### src/rtl/cre_pkg.sv
// Types and constants shared by the spline table evaluator.
`timescale 1ns / 1ps

package cre_pkg;

    localparam int CNT_W    = 7;
    localparam int KNOT_CAP = 64;
    localparam int PROD_W   = 68;
    localparam int MAG_W    = 34;
    localparam int ACC_W    = 70;
    localparam int OPND_W   = 35;
    localparam int T_W      = 31;
    localparam int D_W      = 34;

    localparam logic KIND_LOAD  = 1'b0;
    localparam logic KIND_QUERY = 1'b1;

    localparam logic [T_W-1:0] T_ONE = T_W'(1) << 30;

    typedef enum logic [3:0] {
        ST_IDLE,
        ST_RD_FIRST,
        ST_RD_LAST,
        ST_RANGE,
        ST_SRCH_ISSUE,
        ST_SRCH_CMP,
        ST_FETCH,
        ST_MUL_LO,
        ST_MUL_HI,
        ST_DIV_INIT,
        ST_DIV_RUN,
        ST_STORE,
        ST_FINAL
    } state_t;

    typedef enum logic [3:0] {
        OP_D0,
        OP_D1,
        OP_T,
        OP_T2,
        OP_T3,
        OP_H00,
        OP_H01,
        OP_H10,
        OP_H11
    } op_t;

    typedef enum logic [1:0] {
        AS_ZERO,
        AS_LAST,
        AS_MID,
        AS_FETCH
    } addr_sel_t;

    typedef struct packed {
        logic      accept;
        addr_sel_t addr_sel;
        logic      cap_first;
        logic      cap_last;
        logic      srch_init;
        logic      srch_step;
        logic      set_idx;
        logic      fetch_cap;
        logic [1:0] fetch_k;
        logic [1:0] fetch_slot;
        logic      mul_lo;
        logic      mul_hi;
        logic      div_init;
        logic      div_step;
        logic      store;
        op_t       op;
        logic      load_out;
    } cmd_t;

    typedef struct packed {
        logic len_zero;
        logic in_range;
        logic div_last;
    } sts_t;

    function automatic logic [OPND_W-1:0] mag35(input logic signed [OPND_W-1:0] v);
        return v[OPND_W-1] ? OPND_W'(-v) : OPND_W'(v);
    endfunction

    function automatic logic [32:0] mag33(input logic signed [32:0] v);
        return v[32] ? 33'(-v) : 33'(v);
    endfunction

endpackage

### src/rtl/cre_ctrl.sv
// Query sequencer: search, fetch, divide and polynomial steps.
`timescale 1ns / 1ps

module cre_ctrl (
    input  logic          clk,
    input  logic          rst_n,
    input  logic          req_valid,
    input  logic          req_kind,
    output logic          req_ready,
    output logic          rsp_valid,
    input  logic          rsp_ready,
    input  cre_pkg::sts_t sts,
    output cre_pkg::cmd_t cmd
);

    cre_pkg::state_t state_reg, state_next;
    cre_pkg::op_t    op_reg, op_next;
    logic [2:0]      fk_reg, fk_next;
    logic            rsp_valid_reg, rsp_valid_next;

    always_ff @(posedge clk or negedge rst_n)
    begin
        if (!rst_n)
        begin
            state_reg     <= cre_pkg::ST_IDLE;
            op_reg        <= cre_pkg::OP_D0;
            fk_reg        <= '0;
            rsp_valid_reg <= 1'b0;
        end
        else
        begin
            state_reg     <= state_next;
            op_reg        <= op_next;
            fk_reg        <= fk_next;
            rsp_valid_reg <= rsp_valid_next;
        end
    end

    always_comb
    begin
        state_next = state_reg;
        op_next    = op_reg;
        fk_next    = fk_reg;
        rsp_valid_next = rsp_valid_reg;
        if (rsp_valid_reg && rsp_ready)
        begin
            rsp_valid_next = 1'b0;
        end
        case (state_reg)
            cre_pkg::ST_IDLE:
            begin
                if (req_valid && req_kind == cre_pkg::KIND_QUERY)
                begin
                    state_next = cre_pkg::ST_RD_FIRST;
                end
            end
            cre_pkg::ST_RD_FIRST:  state_next = cre_pkg::ST_RD_LAST;
            cre_pkg::ST_RD_LAST:   state_next = cre_pkg::ST_RANGE;
            cre_pkg::ST_RANGE:
            begin
                state_next = sts.in_range ? cre_pkg::ST_SRCH_ISSUE : cre_pkg::ST_FINAL;
            end
            cre_pkg::ST_SRCH_ISSUE:
            begin
                if (sts.len_zero)
                begin
                    state_next = cre_pkg::ST_FETCH;
                    fk_next    = '0;
                end
                else
                begin
                    state_next = cre_pkg::ST_SRCH_CMP;
                end
            end
            cre_pkg::ST_SRCH_CMP:  state_next = cre_pkg::ST_SRCH_ISSUE;
            cre_pkg::ST_FETCH:
            begin
                fk_next = fk_reg + 3'd1;
                if (fk_reg == 3'd4)
                begin
                    state_next = cre_pkg::ST_MUL_LO;
                    op_next    = cre_pkg::OP_D0;
                end
            end
            cre_pkg::ST_MUL_LO:    state_next = cre_pkg::ST_MUL_HI;
            cre_pkg::ST_MUL_HI:
            begin
                if (op_reg == cre_pkg::OP_D0 || op_reg == cre_pkg::OP_D1 ||
                    op_reg == cre_pkg::OP_T)
                begin
                    state_next = cre_pkg::ST_DIV_INIT;
                end
                else
                begin
                    state_next = cre_pkg::ST_STORE;
                end
            end
            cre_pkg::ST_DIV_INIT:  state_next = cre_pkg::ST_DIV_RUN;
            cre_pkg::ST_DIV_RUN:
            begin
                if (sts.div_last)
                begin
                    state_next = cre_pkg::ST_STORE;
                end
            end
            cre_pkg::ST_STORE:
            begin
                state_next = cre_pkg::ST_MUL_LO;
                case (op_reg)
                    cre_pkg::OP_D0:  op_next = cre_pkg::OP_D1;
                    cre_pkg::OP_D1:  op_next = cre_pkg::OP_T;
                    cre_pkg::OP_T:   op_next = cre_pkg::OP_T2;
                    cre_pkg::OP_T2:  op_next = cre_pkg::OP_T3;
                    cre_pkg::OP_T3:  op_next = cre_pkg::OP_H00;
                    cre_pkg::OP_H00: op_next = cre_pkg::OP_H01;
                    cre_pkg::OP_H01: op_next = cre_pkg::OP_H10;
                    cre_pkg::OP_H10: op_next = cre_pkg::OP_H11;
                    default:
                    begin
                        op_next    = cre_pkg::OP_D0;
                        state_next = cre_pkg::ST_FINAL;
                    end
                endcase
            end
            cre_pkg::ST_FINAL:
            begin
                if (!rsp_valid_reg || rsp_ready)
                begin
                    state_next     = cre_pkg::ST_IDLE;
                    rsp_valid_next = 1'b1;
                end
            end
            default: state_next = cre_pkg::ST_IDLE;
        endcase
    end

    always_comb
    begin
        cmd            = '0;
        cmd.addr_sel   = cre_pkg::AS_ZERO;
        cmd.op         = op_reg;
        cmd.fetch_k    = fk_reg[1:0];
        cmd.fetch_slot = fk_reg[1:0] - 2'd1;
        req_ready      = 1'b0;
        case (state_reg)
            cre_pkg::ST_IDLE:
            begin
                req_ready  = 1'b1;
                cmd.accept = req_valid;
            end
            cre_pkg::ST_RD_FIRST: cmd.addr_sel = cre_pkg::AS_ZERO;
            cre_pkg::ST_RD_LAST:
            begin
                cmd.addr_sel  = cre_pkg::AS_LAST;
                cmd.cap_first = 1'b1;
            end
            cre_pkg::ST_RANGE:
            begin
                cmd.cap_last  = 1'b1;
                cmd.srch_init = sts.in_range;
            end
            cre_pkg::ST_SRCH_ISSUE:
            begin
                cmd.set_idx  = sts.len_zero;
                cmd.addr_sel = cre_pkg::AS_MID;
            end
            cre_pkg::ST_SRCH_CMP: cmd.srch_step = 1'b1;
            cre_pkg::ST_FETCH:
            begin
                cmd.addr_sel  = cre_pkg::AS_FETCH;
                cmd.fetch_cap = (fk_reg != 3'd0);
            end
            cre_pkg::ST_MUL_LO:   cmd.mul_lo   = 1'b1;
            cre_pkg::ST_MUL_HI:   cmd.mul_hi   = 1'b1;
            cre_pkg::ST_DIV_INIT: cmd.div_init = 1'b1;
            cre_pkg::ST_DIV_RUN:  cmd.div_step = 1'b1;
            cre_pkg::ST_STORE:    cmd.store    = 1'b1;
            cre_pkg::ST_FINAL:    cmd.load_out = !rsp_valid_reg || rsp_ready;
            default:              cmd.addr_sel = cre_pkg::AS_ZERO;
        endcase
    end

    assign rsp_valid = rsp_valid_reg;

endmodule

### config.mk
export PLATFORM = sky130hd
export DESIGN_NAME = cre_ctrl
export DESIGN_NICKNAME = d
export VERILOG_FILES = /design/src/rtl/cre_pkg.sv /design/src/rtl/cre_ctrl.sv
export SDC_FILE = /design/constraint.sdc
export NUM_CORES = 1
export LEC_CHECK = 0
export BUFFER_PORTS_ARGS = -buffer_cell sky130_fd_sc_hd__clkbuf_2
export CAP_MARGIN = 0
export CORE_UTILIZATION = 53
export CTS_BUF_LIST = sky130_fd_sc_hd__clkbuf_8
export CTS_CLUSTER_SIZE = 25
export DETAILED_ROUTE_END_ITERATION = 8
export PLACE_DENSITY = 0.87
export SLEW_MARGIN = 10
export SYNTH_ARGS = -nofsm -noshare
export SYNTH_HDL_FRONTEND = slang
export SYNTH_SLANG_ARGS = --single-unit
### constraint.sdc
create_clock -name clk -period 2.2 [get_ports clk]
set_input_delay 0.22 -clock clk [delete_from_list [all_inputs] [get_ports clk]]
set_output_delay 0.22 -clock clk [all_outputs]
set_load 0.03 [all_outputs]
==> results.py, run 1 <==
metrics = {
    "cells_and_area": {
        "multi_input_area_um2": 448,
        "ff_latch_area_um2": 300,
        "fillers": 112,
        "area_growth_pct": 23.2,
        "drive_gt1_frac": 0.308,
        "antenna_cells": 0,
        "nNetsFinal": 142,
    },
    "floorplan": {
        "initial_core_util": 0.597,
        "die_y_um": 41.2,
        "die_w_um": 41.2,
        "core_area_um2": 1370,
        "io_pins": 33,
        "die_area_um2": 1700,
        "rows": 13,
    },
    "synth": {
        "ys_seq_area_frac": 0.368,
        "ys_types": 36,
        "syn_avg_cell_area_um2": 8.08,
        "syn_inst": 101,
        "syn_area_um2": 816,
        "syn_nets": 111,
        "ys_ff_latch": 12,
        "yosysWarnings": 0,
    },
    "clocking": {
        "cts_inserted_buffers": 3,
        "cts_root_buf": "clkbuf_8",
        "htree_levels": 1,
        "clk_pin_slew_ns": 0.05,
        "cts_buffer_depth": 2,
        "clock_sinks": 12,
        "worstSkewPairLatency_ns": 0.24,
        "cts_resized": 0,
        "cts_tree": "built",
    },
    "route": {
        "ant_nets": 0,
        "drt_pass1_iterations": 4,
        "post_drt_wl_per_cell_um": 12.9,
        "routed-via-count": 830,
        "avgViaCountPerCell": 5.72,
        "dr.first_iter.drc_count": 31,
        "routed_wl_um": 1870,
        "drcViolationCount": 0,
    },
    "grt": {
        "antenna_found_initial": 0,
        "grtUsageTotal": 0.253,
        "grt_pass1_vias": 586,
        "overflow": 0,
        "grt_pass1_wl_um": 2640,
        "grt_max_degree": 16,
    },
    "worst_setup_path": {
        "path_class": "register to output pin",
        "cp-start-kind": "register",
        "critical_path_arrival_ns": 1.72,
        "cpMaxStageDelayCell": "dfrtp_1",
        "critPathTopFamily": "simple AND/OR/NAND/NOR gates",
        "r2r_start": "state_reg[3]$_DFFE_PN0P_",
        "crit_chain": "nand2b_1, or2_1, a21oi_1, clkbuf_2",
        "critPathRequiredTime_ns": 1.98,
        "endpoint_kind": "output pin",
        "reg2reg_slack_ns": 0.52,
        "critPathBufInv": 1,
        "worstSetupStartpoint": "state_reg[3]$_DFFE_PN0P_",
        "path_depth": 4,
        "reg2reg_depth": 4,
        "r2r_end": "state_reg[3]$_DFFE_PN0P_",
        "critPathMaxStageDelay_ns": 0.53,
        "endpoint": "cmd[14]",
        "critPathMaxFanout": 15,
    },
    "place": {
        "place_hpwl_um": 1400,
        "pre_cts_ws_ns": 0.552,
        "port-buffer-count": 32,
        "gp_congestion": 0.792,
    },
    "timing": {
        "fmax_mhz": 517,
        "setup_ws_ns": 0.264,
        "drv_slew": 0,
        "hold_viol": 0,
        "finalCriticalPeriod_ns": 1.94,
        "setup_viol": 0,
        "maxSlewHeadroom": 0.705,
        "tightest_slew_ns": 0.443,
        "fin_crit_sh": 0.880,
        "finalClockSkew_ns": 0.00373,
        "rsz0062_at_grt": "false",
        "setup_tns_ns": 0,
    },
    "pwr": {
        "powerDensity_nw_per_um2": 1670,
        "cellLeakagePower_nw": 0.504,
        "worst_ir_drop_vdd_mv": 1.00,
        "total_power_mw": 1.68,
    },
    "flow_run": {
        "max-cap-violations": 0,
    },
    "worst_hold_path": {
        "hp-class": "input pin to register",
        "worstHoldPathCells": 3,
    },
    "run_status": {
        "outcome": "finished clean",
    },
}
## cells in the final DEF (no fill, tap or decap), types with 5 or more instances in the layout
master	count
o21ai_0	8
a21oi_1	7
nor2_1	10
dfrtp_1	12
clkbuf_2	32
nand2_1	11
inv_1	7
nand2b_1	5
## cell type report
type,count,share of cell area
Sequential cell,12,0.299
Clock buffer,3,0.0411
Inverter,7,0.0262
Multi-Input combinational cell,75,0.446
Tap cell,15,0.0187
Timing Repair Buffer,33,0.169
## repair_timing
item | CTS | global route
hold buffers | 1 | 0
buffers inserted | 0 | 0
endpoints found under the hold margin | 12 | 0
## logic make-up after synthesis
| group | after synthesis | share of synthesized area |
|---|---|---|
| multiplexers | 1 | 0.0123 |
| adder cells (fa/ha/maj) | 2 | 0.0307 |
| AND/OR/NAND/NOR | 45 | 0.290 |
| flip-flops | 12 | 0.368 |
| AO/OA/AOI/OAI | 27 | 0.216 |
| buffers and inverters | 14 | 0.0828 |
## synthesized netlist by cell type (all sizes together)
library cell | count | share of area
o2111ai | 1 | 0.018
inv | 7 | 0.032
mux2i | 1 | 0.012
a2bb2oi | 1 | 0.018
nor4 | 1 | 0.0077
nor4b | 1 | 0.011
o21ai | 9 | 0.055
buf | 6 | 0.046
or3 | 1 | 0.0077
clkbuf | 1 | 0.0046
ha | 2 | 0.031
a211oi | 1 | 0.0092
a22o | 1 | 0.011
nor3 | 4 | 0.031
nand2b | 5 | 0.038
o22ai | 1 | 0.0077
dfrtp | 12 | 0.37
nand4 | 2 | 0.015
nand2 | 12 | 0.058
o22a | 1 | 0.011
nand3 | 2 | 0.012
o211ai | 1 | 0.0092
a21o | 1 | 0.0092
nor2b | 1 | 0.0077
o21a | 1 | 0.0092
nor2 | 10 | 0.046
or2 | 1 | 0.0077
a21oi | 7 | 0.043
nor3b | 2 | 0.025
and2 | 3 | 0.023
a31oi | 2 | 0.015
## power breakdown
group	internal (mW)	leakage (nW)	switching (mW)	total, mW
combinational	0.327	0.332	0.656	0.983
clock	0.120	0.0216	0.0784	0.199
sequential	0.312	0.150	0.188	0.500
## per-layer routing
metal	wire length [um]	global-route usage
met1	945	0.354
met3	104	0.0489
met5	0	0
met4	25	0.145
met2	796	0.359
## worst register-to-register path: stages, from the launching register on
cell       delay, ns
dfrtp_1         0.61
nand2b_1        0.30
or3_1           0.43
o2111ai_2       0.10
o22a_1          0.18
## worst min path at each step
stage	end	startpoint	slack, ns
floorplan	fk_reg[0]$_DFFE_PN0P_	rst_n	-0.08
global placement	state_reg[2]$_DFFE_PN0P_	rst_n	0.12
detailed placement	state_reg[2]$_DFFE_PN0P_	rst_n	0.13
CTS	state_reg[1]$_DFFE_PN0P_	sts[2]	0.26
global route	rsp_valid$_DFF_PN0_	rsp_ready	0.30
finish	state_reg[1]$_DFFE_PN0P_	sts[2]	0.26
## per-stage QoR
stage	cell area [um2]	utilization	cells	hold WS (ns)
CTS	1000	0.735	145	0.256
floorplan	816	-	101	-0.0756
global route	1000	0.735	145	0.297
global placement	953	0.698	141	0.123
finish	1000	0.735	145	0.261
detailed placement	953	0.698	141	0.126
No activity file was read; power rests on OpenSTA's default activity.
==> run 2: changes to the inputs <==
--- a/config.mk
+++ b/config.mk
@@ -5,9 +5,10 @@
 export SDC_FILE = /design/constraint.sdc
 export NUM_CORES = 1
 export LEC_CHECK = 0
+export ABC_AREA = 1
 export BUFFER_PORTS_ARGS = -buffer_cell sky130_fd_sc_hd__clkbuf_2
 export CAP_MARGIN = 0
-export CORE_UTILIZATION = 53
+export CORE_UTILIZATION = 54
 export CTS_BUF_LIST = sky130_fd_sc_hd__clkbuf_8
 export CTS_CLUSTER_SIZE = 25
 export DETAILED_ROUTE_END_ITERATION = 8
==> run 2 against run 1 <==
  * Combinational power hardly changed
  * Setup slack better by 0.19 ns
  * Worst hold slack worse by 0.067 ns
  * Global-route usage is 0.079 points higher
  * Largest cell class unchanged
  * Highest routed layer unchanged
==> results.py, run 2 <==
metrics = {
    "worst_setup_path": {
        "path_class": "register to output pin",
        "endpoint_kind": "output pin",
        "critical_path_arrival_ns": 1.52,
        "cp-start-kind": "register",
        "critPathMaxFanout": 7,
        "critPathRequiredTime_ns": 1.98,
    },
    "pwr": {
        "worst_ir_drop_vdd_mv": 0.892,
        "cellLeakagePower_nw": 0.657,
        "powerDensity_nw_per_um2": 1510,
        "pwr-share-comb": 0.606,
        "total_power_mw": 1.66,
        "p_sw_frac": 0.550,
        "internal_power_uw": 746,
        "switching_power_uw": 912,
        "pwr-share-clk": 0.146,
        "seqPwrFrac": 0.248,
    },
    "timing": {
        "setup_ws_ns": 0.458,
        "setup_tns_ns": 0,
        "finalCriticalPeriod_ns": 1.74,
        "setup_viol": 0,
        "finalClockSkew_ns": 0.00201,
        "rsz0062_at_grt": "false",
        "drv_slew": 0,
        "tightest_slew_ns": 0.358,
        "fin_crit_sh": 0.792,
        "hold_slack_ns": 0.194,
        "fmax_mhz": 574,
        "hold_viol": 0,
        "maxSlewHeadroom": 0.761,
    },
    "place": {
        "place_hpwl_um": 1640,
        "post_dp_cell_area_um2": 1040,
        "dp.cells": 173,
        "gp_congestion": 0.868,
        "port-buffer-count": 32,
        "pre_cts_ws_ns": 0.742,
    },
    "synth": {
        "yosysMostFrequentCell": "nand2_1",
        "synth_xor_area_frac": 0.00997,
        "ys_seq_area_frac": 0.342,
        "yosysWarnings": 0,
        "syn_inst": 128,
        "synthArstFlopShare": 1.00,
        "syn_nets": 138,
        "synth_fa_ha_area_frac": 0.0285,
        "synth_area_leaders": "dfrtp_1, nand2_1, inv_1",
        "ys_ff_latch": 12,
        "synth_top_family_by_area": "simple AND/OR/NAND/NOR gates",
        "synth-edff-count": 0,
        "syn_avg_cell_area_um2": 6.86,
        "syn_area_um2": 878,
        "synthMuxAreaShare": 0,
        "synth_compound_area_frac": 0.128,
        "yosys.area_share.simple": 0.350,
        "synth_top_area_cell": "dfrtp_1",
        "synth_common_cells": "nand2_1, inv_1, nor2_1",
        "ys.flop_type": "dfrtp_1",
        "ys_types": 22,
        "synth_top_area_frac": 0.342,
    },
    "clocking": {
        "worstSkewPairLatency_ns": 0.24,
        "htree_levels": 1,
        "clk_pin_slew_ns": 0.05,
        "cts_tree": "built",
        "cts_inserted_buffers": 3,
        "cts_resized": 0,
        "cts_setup_buffers": 0,
        "cts_root_buf": "clkbuf_8",
        "clock_sinks": 12,
        "cts_buffer_depth": 2,
    },
    "grt": {
        "grt_pass1_vias": 873,
        "grtUsageTotal": 0.254,
        "grt_pass1_wl_um": 3530,
        "antenna_found_initial": 0,
        "grt_max_degree": 13,
        "overflow": 0,
    },
    "cells_and_area": {
        "nNetsFinal": 173,
        "post-route-util": 0.731,
        "fin_area_um2": 1100,
        "mostFrequentLayoutCell": "clkbuf_2",
        "final_cells": 178,
        "layout_common_cells": "clkbuf_2, nand2_1, inv_1, nor2_1, dfrtp_1",
        "area_growth_pct": 25.4,
        "antenna_cells": 0,
        "drive_gt1_frac": 0.296,
    },
    "route": {
        "routed_wl_um": 2060,
        "drt_pass1_iterations": 4,
        "ant_nets": 0,
        "drcViolationCount": 0,
        "routed-via-count": 956,
        "dr.first_iter.drc_count": 32,
        "post_drt_wl_per_cell_um": 11.6,
        "avgViaCountPerCell": 5.37,
    },
    "floorplan": {
        "core_area_um2": 1510,
        "die_area_um2": 1790,
        "initial_core_util": 0.583,
        "die_w_um": 42.3,
        "io_pins": 33,
        "die_y_um": 42.3,
        "rows": 14,
    },
    "worst_hold_path": {
        "hp-class": "input pin to register",
    },
    "run_status": {
        "outcome": "finished clean",
    },
    "flow_run": {
        "max-cap-violations": 0,
    },
}
==> run 2: cell types whose count changed after synthesis, sizes merged, moves of 5 or more <==
cell and delta:
inv +20, nor2 +11, nand3 +7, nand2 +18
nand2b -5, a21oi -5
==> run 2: layout make-up <==
type	count	area [um2]
clock buffers	4	55.1
flip-flops and latches	12	300
well taps	16	20.0
repair buffers	33	170
inverters	27	101
multi-input cells	86	454
fillers	131	405
==> run 2: final timing paths <==
kind | startpoint | end | slack [ns] | cells past startpoint
max | state_reg[1]$_DFFE_PN0P_ | cmd[14] | 0.46 | 5
min | rsp_ready | rsp_valid$_DFF_PN0_ | 0.19 | 2
max reg2reg | state_reg[1]$_DFFE_PN0P_ | op_reg[2]$_DFFE_PN0P_ | 0.84 | 5
min reg2reg | rsp_valid$_DFF_PN0_ | rsp_valid$_DFF_PN0_ | 0.56 | 2
max in group asynchronous | rst_n | fk_reg[1]$_DFFE_PN0P_ | 1.55 | 2
min in group asynchronous | rst_n | fk_reg[0]$_DFFE_PN0P_ | 0.41 | 2
==> run 2: cells by family (layout without fill, tap and decap cells) <==
logic type / count (synthesis) / count (layout)
and+or+nand+nor: 64 / 64
buffers and inverters: 30 / 64
AOI/OAI and AO/OA: 19 / 19
DFF: 12 / 12
adders and majority gates: 2 / 2
xor gates and xnor gates: 1 / 1
==> run 2: timing repair <==
item,4_1_cts,5_1_grt
setup endpoints to repair,0,0
hold buffers,1,0
hold endpoints to repair,12,0
==> run 2: per-layer routing <==
layer / track usage / vias up / part of all wire
li1: - / 470 / -
met3: 0.0474 / 2 / 0.070
met5: 0 / - / 0
met4: 0.0563 / 0 / 0.0019
met1: 0.322 / 447 / 0.42
met2: 0.446 / 37 / 0.51
==> run 2: worst max-delay path: stages, from the launching register on <==
cell and delay (ns):
dfrtp_1 0.44, inv_1 0.15, nor2_4 0.20, nand2_2 0.14, a21oi_1 0.13, clkbuf_2 0.21
==> run 2: power groups by stage <==
stage | Clock (mW) | Sequential [mW] | Combinational (mW)
after global routing | 0.250 | 0.425 | 1.10
after CTS | 0.241 | 0.410 | 1.00
after detailed placement | 0 | 0.414 | 0.995
after global placement | 0 | 0.411 | 0.975
after floorplan | 0 | 0.429 | 0.757
final | 0.242 | 0.412 | 1.00
==> run 3: changes to the inputs <==
--- a/config.mk
+++ b/config.mk
@@ -8,11 +8,12 @@
 export ABC_AREA = 1
 export BUFFER_PORTS_ARGS = -buffer_cell sky130_fd_sc_hd__clkbuf_2
 export CAP_MARGIN = 0
-export CORE_UTILIZATION = 54
+export CORE_ASPECT_RATIO = 1.5
+export CORE_UTILIZATION = 45
 export CTS_BUF_LIST = sky130_fd_sc_hd__clkbuf_8
 export CTS_CLUSTER_SIZE = 25
 export DETAILED_ROUTE_END_ITERATION = 8
-export PLACE_DENSITY = 0.87
+export PLACE_DENSITY = 0.77
 export SLEW_MARGIN = 10
 export SYNTH_ARGS = -nofsm -noshare
 export SYNTH_HDL_FRONTEND = slang
==> constraint.sdc (replaced) <==
create_clock -name clk -period 1.5 [get_ports clk]
set_input_delay 0.15 -clock clk [delete_from_list [all_inputs] [get_ports clk]]
set_output_delay 0.15 -clock clk [all_outputs]
set_load 0.03 [all_outputs]
==> run 3 against run 2 <==
  * The run now ends with negative setup slack left
  * Clock power increased by 49%
  * Sequential cell count unchanged
  * Global-route usage fell by 1.0 points
  * Utilization is 2.3 points lower
  * Register-to-register slack got worse by 0.75 ns
==> results.py, run 3 (synthesis results as in run 2) <==
metrics = {
    "run_status": {
        "outcome": "finished, violations left",
        "violations": "negative setup slack",
    },
    "place": {
        "post_dp_cell_area_um2": 1050,
        "dp.cells": 179,
        "gp_congestion": 0.788,
        "place_hpwl_um": 1600,
        "port-buffer-count": 32,
    },
    "pwr": {
        "cellLeakagePower_nw": 0.759,
        "powerDensity_nw_per_um2": 2200,
        "worst_ir_drop_vdd_mv": 1.23,
        "seqPwrFrac": 0.208,
        "internal_power_mw": 1.37,
        "switching_power_mw": 1.48,
        "p_sw_frac": 0.519,
        "pwr-share-clk": 0.126,
        "pwr-share-comb": 0.666,
    },
    "floorplan": {
        "initial_core_util": 0.480,
        "die_w_um": 38.1,
        "die_y_um": 56.1,
        "core_area_um2": 1830,
        "die_area_um2": 2140,
        "io_pins": 33,
        "rows": 19,
    },
    "timing": {
        "finalCriticalPeriod_ns": 1.52,
        "maxSlewHeadroom": 0.782,
        "tightest_slew_ns": 0.327,
        "setup_ws_ns": -0.0214,
        "hold_viol": 0,
        "finalClockSkew_ns": 0.00287,
        "fin_crit_sh": 1.01,
        "drv_slew": 0,
        "rsz0062_at_grt": "true",
        "setup_viol": 4,
        "fmax_mhz": 657,
    },
    "worst_setup_path": {
        "critical_path_arrival_ns": 1.37,
        "path_depth": 5,
        "critPathBufInv": 2,
        "endpoint_kind": "output pin",
        "path_class": "register to output pin",
        "critPathTopFamily": "simple AND/OR/NAND/NOR gates",
        "critPathRequiredTime_ns": 1.35,
        "crit_chain": "buf_6, nor2_4, nand2_2, nor2_2, clkbuf_8",
        "cpMaxStageDelayCell": "dfrtp_1",
        "cp-start-kind": "register",
        "critPathMaxStageDelay_ns": 0.40,
        "reg2reg_depth": 7,
        "critPathMaxFanout": 8,
    },
    "flow_run": {
        "max-cap-violations": 0,
    },
    "clocking": {
        "worstSkewPairLatency_ns": 0.24,
        "clock_sinks": 12,
        "cts_buffer_depth": 2,
        "cts_tree": "built",
        "cts_root_buf": "clkbuf_8",
        "htree_levels": 1,
        "cts_inserted_buffers": 3,
        "clk_pin_slew_ns": 0.06,
    },
    "worst_hold_path": {
        "hp-class": "input pin to register",
        "worstHoldPathCells": 2,
    },
    "route": {
        "dr.first_iter.drc_count": 28,
        "routed_wl_um": 2500,
        "avgViaCountPerCell": 5.11,
        "drt_pass1_iterations": 4,
        "routed-via-count": 1007,
        "post_drt_wl_per_cell_um": 12.7,
        "ant_nets": 0,
        "drcViolationCount": 0,
    },
    "cells_and_area": {
        "final_cells": 197,
        "fin_area_um2": 1290,
        "fillers": 147,
        "post-route-util": 0.707,
        "antenna_cells": 0,
        "layout_common_cells": "inv_1, nand2_1, clkbuf_2, buf_4, nor2_1",
        "drive_gt1_frac": 0.409,
        "area_growth_pct": 47.4,
        "nNetsFinal": 187,
    },
    "grt": {
        "overflow": 0,
        "grt_max_degree": 13,
        "antenna_found_initial": 0,
        "grtUsageTotal": 0.243,
        "grt_pass1_vias": 900,
        "grt_pass1_wl_um": 3720,
    },
}
[run 3: through the flow]
step | power (mW) | hold WS, ns | TNS (ns) | setup WS (ns)
6_report | 2.85 | 0.126 | -0.0513 | -0.0214
5_1_grt | 3.04 | 0.143 | -0.447 | -0.102
4_1_cts | 2.60 | 0.119 | -0.0114 | -0.00601
3_5_place_dp | 2.09 | 0.0595 | 0 | 0.146
3_3_place_gp | 2.05 | 0.0566 | 0 | 0.177
2_1_floorplan | 1.74 | -0.146 | -0.0476 | -0.0238
[run 3: area by class of cell]
type	instances	area, um2	area share
Timing Repair Buffer	47	328	0.253
Inverter	27	101	0.0783
Sequential cell	12	304	0.235
Tap cell	21	26.3	0.0203
Clock buffer	4	55.1	0.0425
Multi-Input combinational cell	86	480	0.371
[run 3: routing by layer]
layer  GRT usage  wire, um
met1       0.287       940
met2       0.409      1400
met3      0.0360        86
met4       0.112        71
met5           0         0
[run 3: timing repair]
item,CTS,global route
pin swaps,3,5
hold buffers,1,0
setup buffers,7,6
hold endpoints to repair,12,0
setup endpoints to repair,9,11
gates resized for setup,9,34
cloned,0,0
[run 3: worst register-to-register path, cell delays in order, from the launching register on]
cell and delay [ns]:
dfrtp_1 0.40, buf_6 0.14, nor2_4 0.23, buf_4 0.16, nand3_1 0.11, nand3_1 0.12, nor2_1 0.06, nor2_1 0.11
[run 3: final timing paths]
check	start	to	slack, ns
hold reg to reg	rsp_valid$_DFF_PN0_	rsp_valid$_DFF_PN0_	0.57
setup reg to reg	state_reg[1]$_DFFE_PN0P_	state_reg[0]$_DFFE_PN0P_	0.09
min in group asynchronous	rst_n	fk_reg[2]$_DFFE_PN0P_	0.33
max in group asynchronous	rst_n	state_reg[3]$_DFFE_PN0P_	0.90
setup / recovery	state_reg[1]$_DFFE_PN0P_	cmd[0]	-0.02
hold / removal	rsp_ready	rsp_valid$_DFF_PN0_	0.13
[run 3: power by group through the flow]
stage	sequential (mW)	clock, mW	combinational (mW)
2_1_floorplan	0.629	0	1.11
6_report	0.594	0.360	1.90
3_3_place_gp	0.594	0	1.46
5_1_grt	0.606	0.385	2.05
4_1_cts	0.585	0.365	1.65
3_5_place_dp	0.606	0	1.48
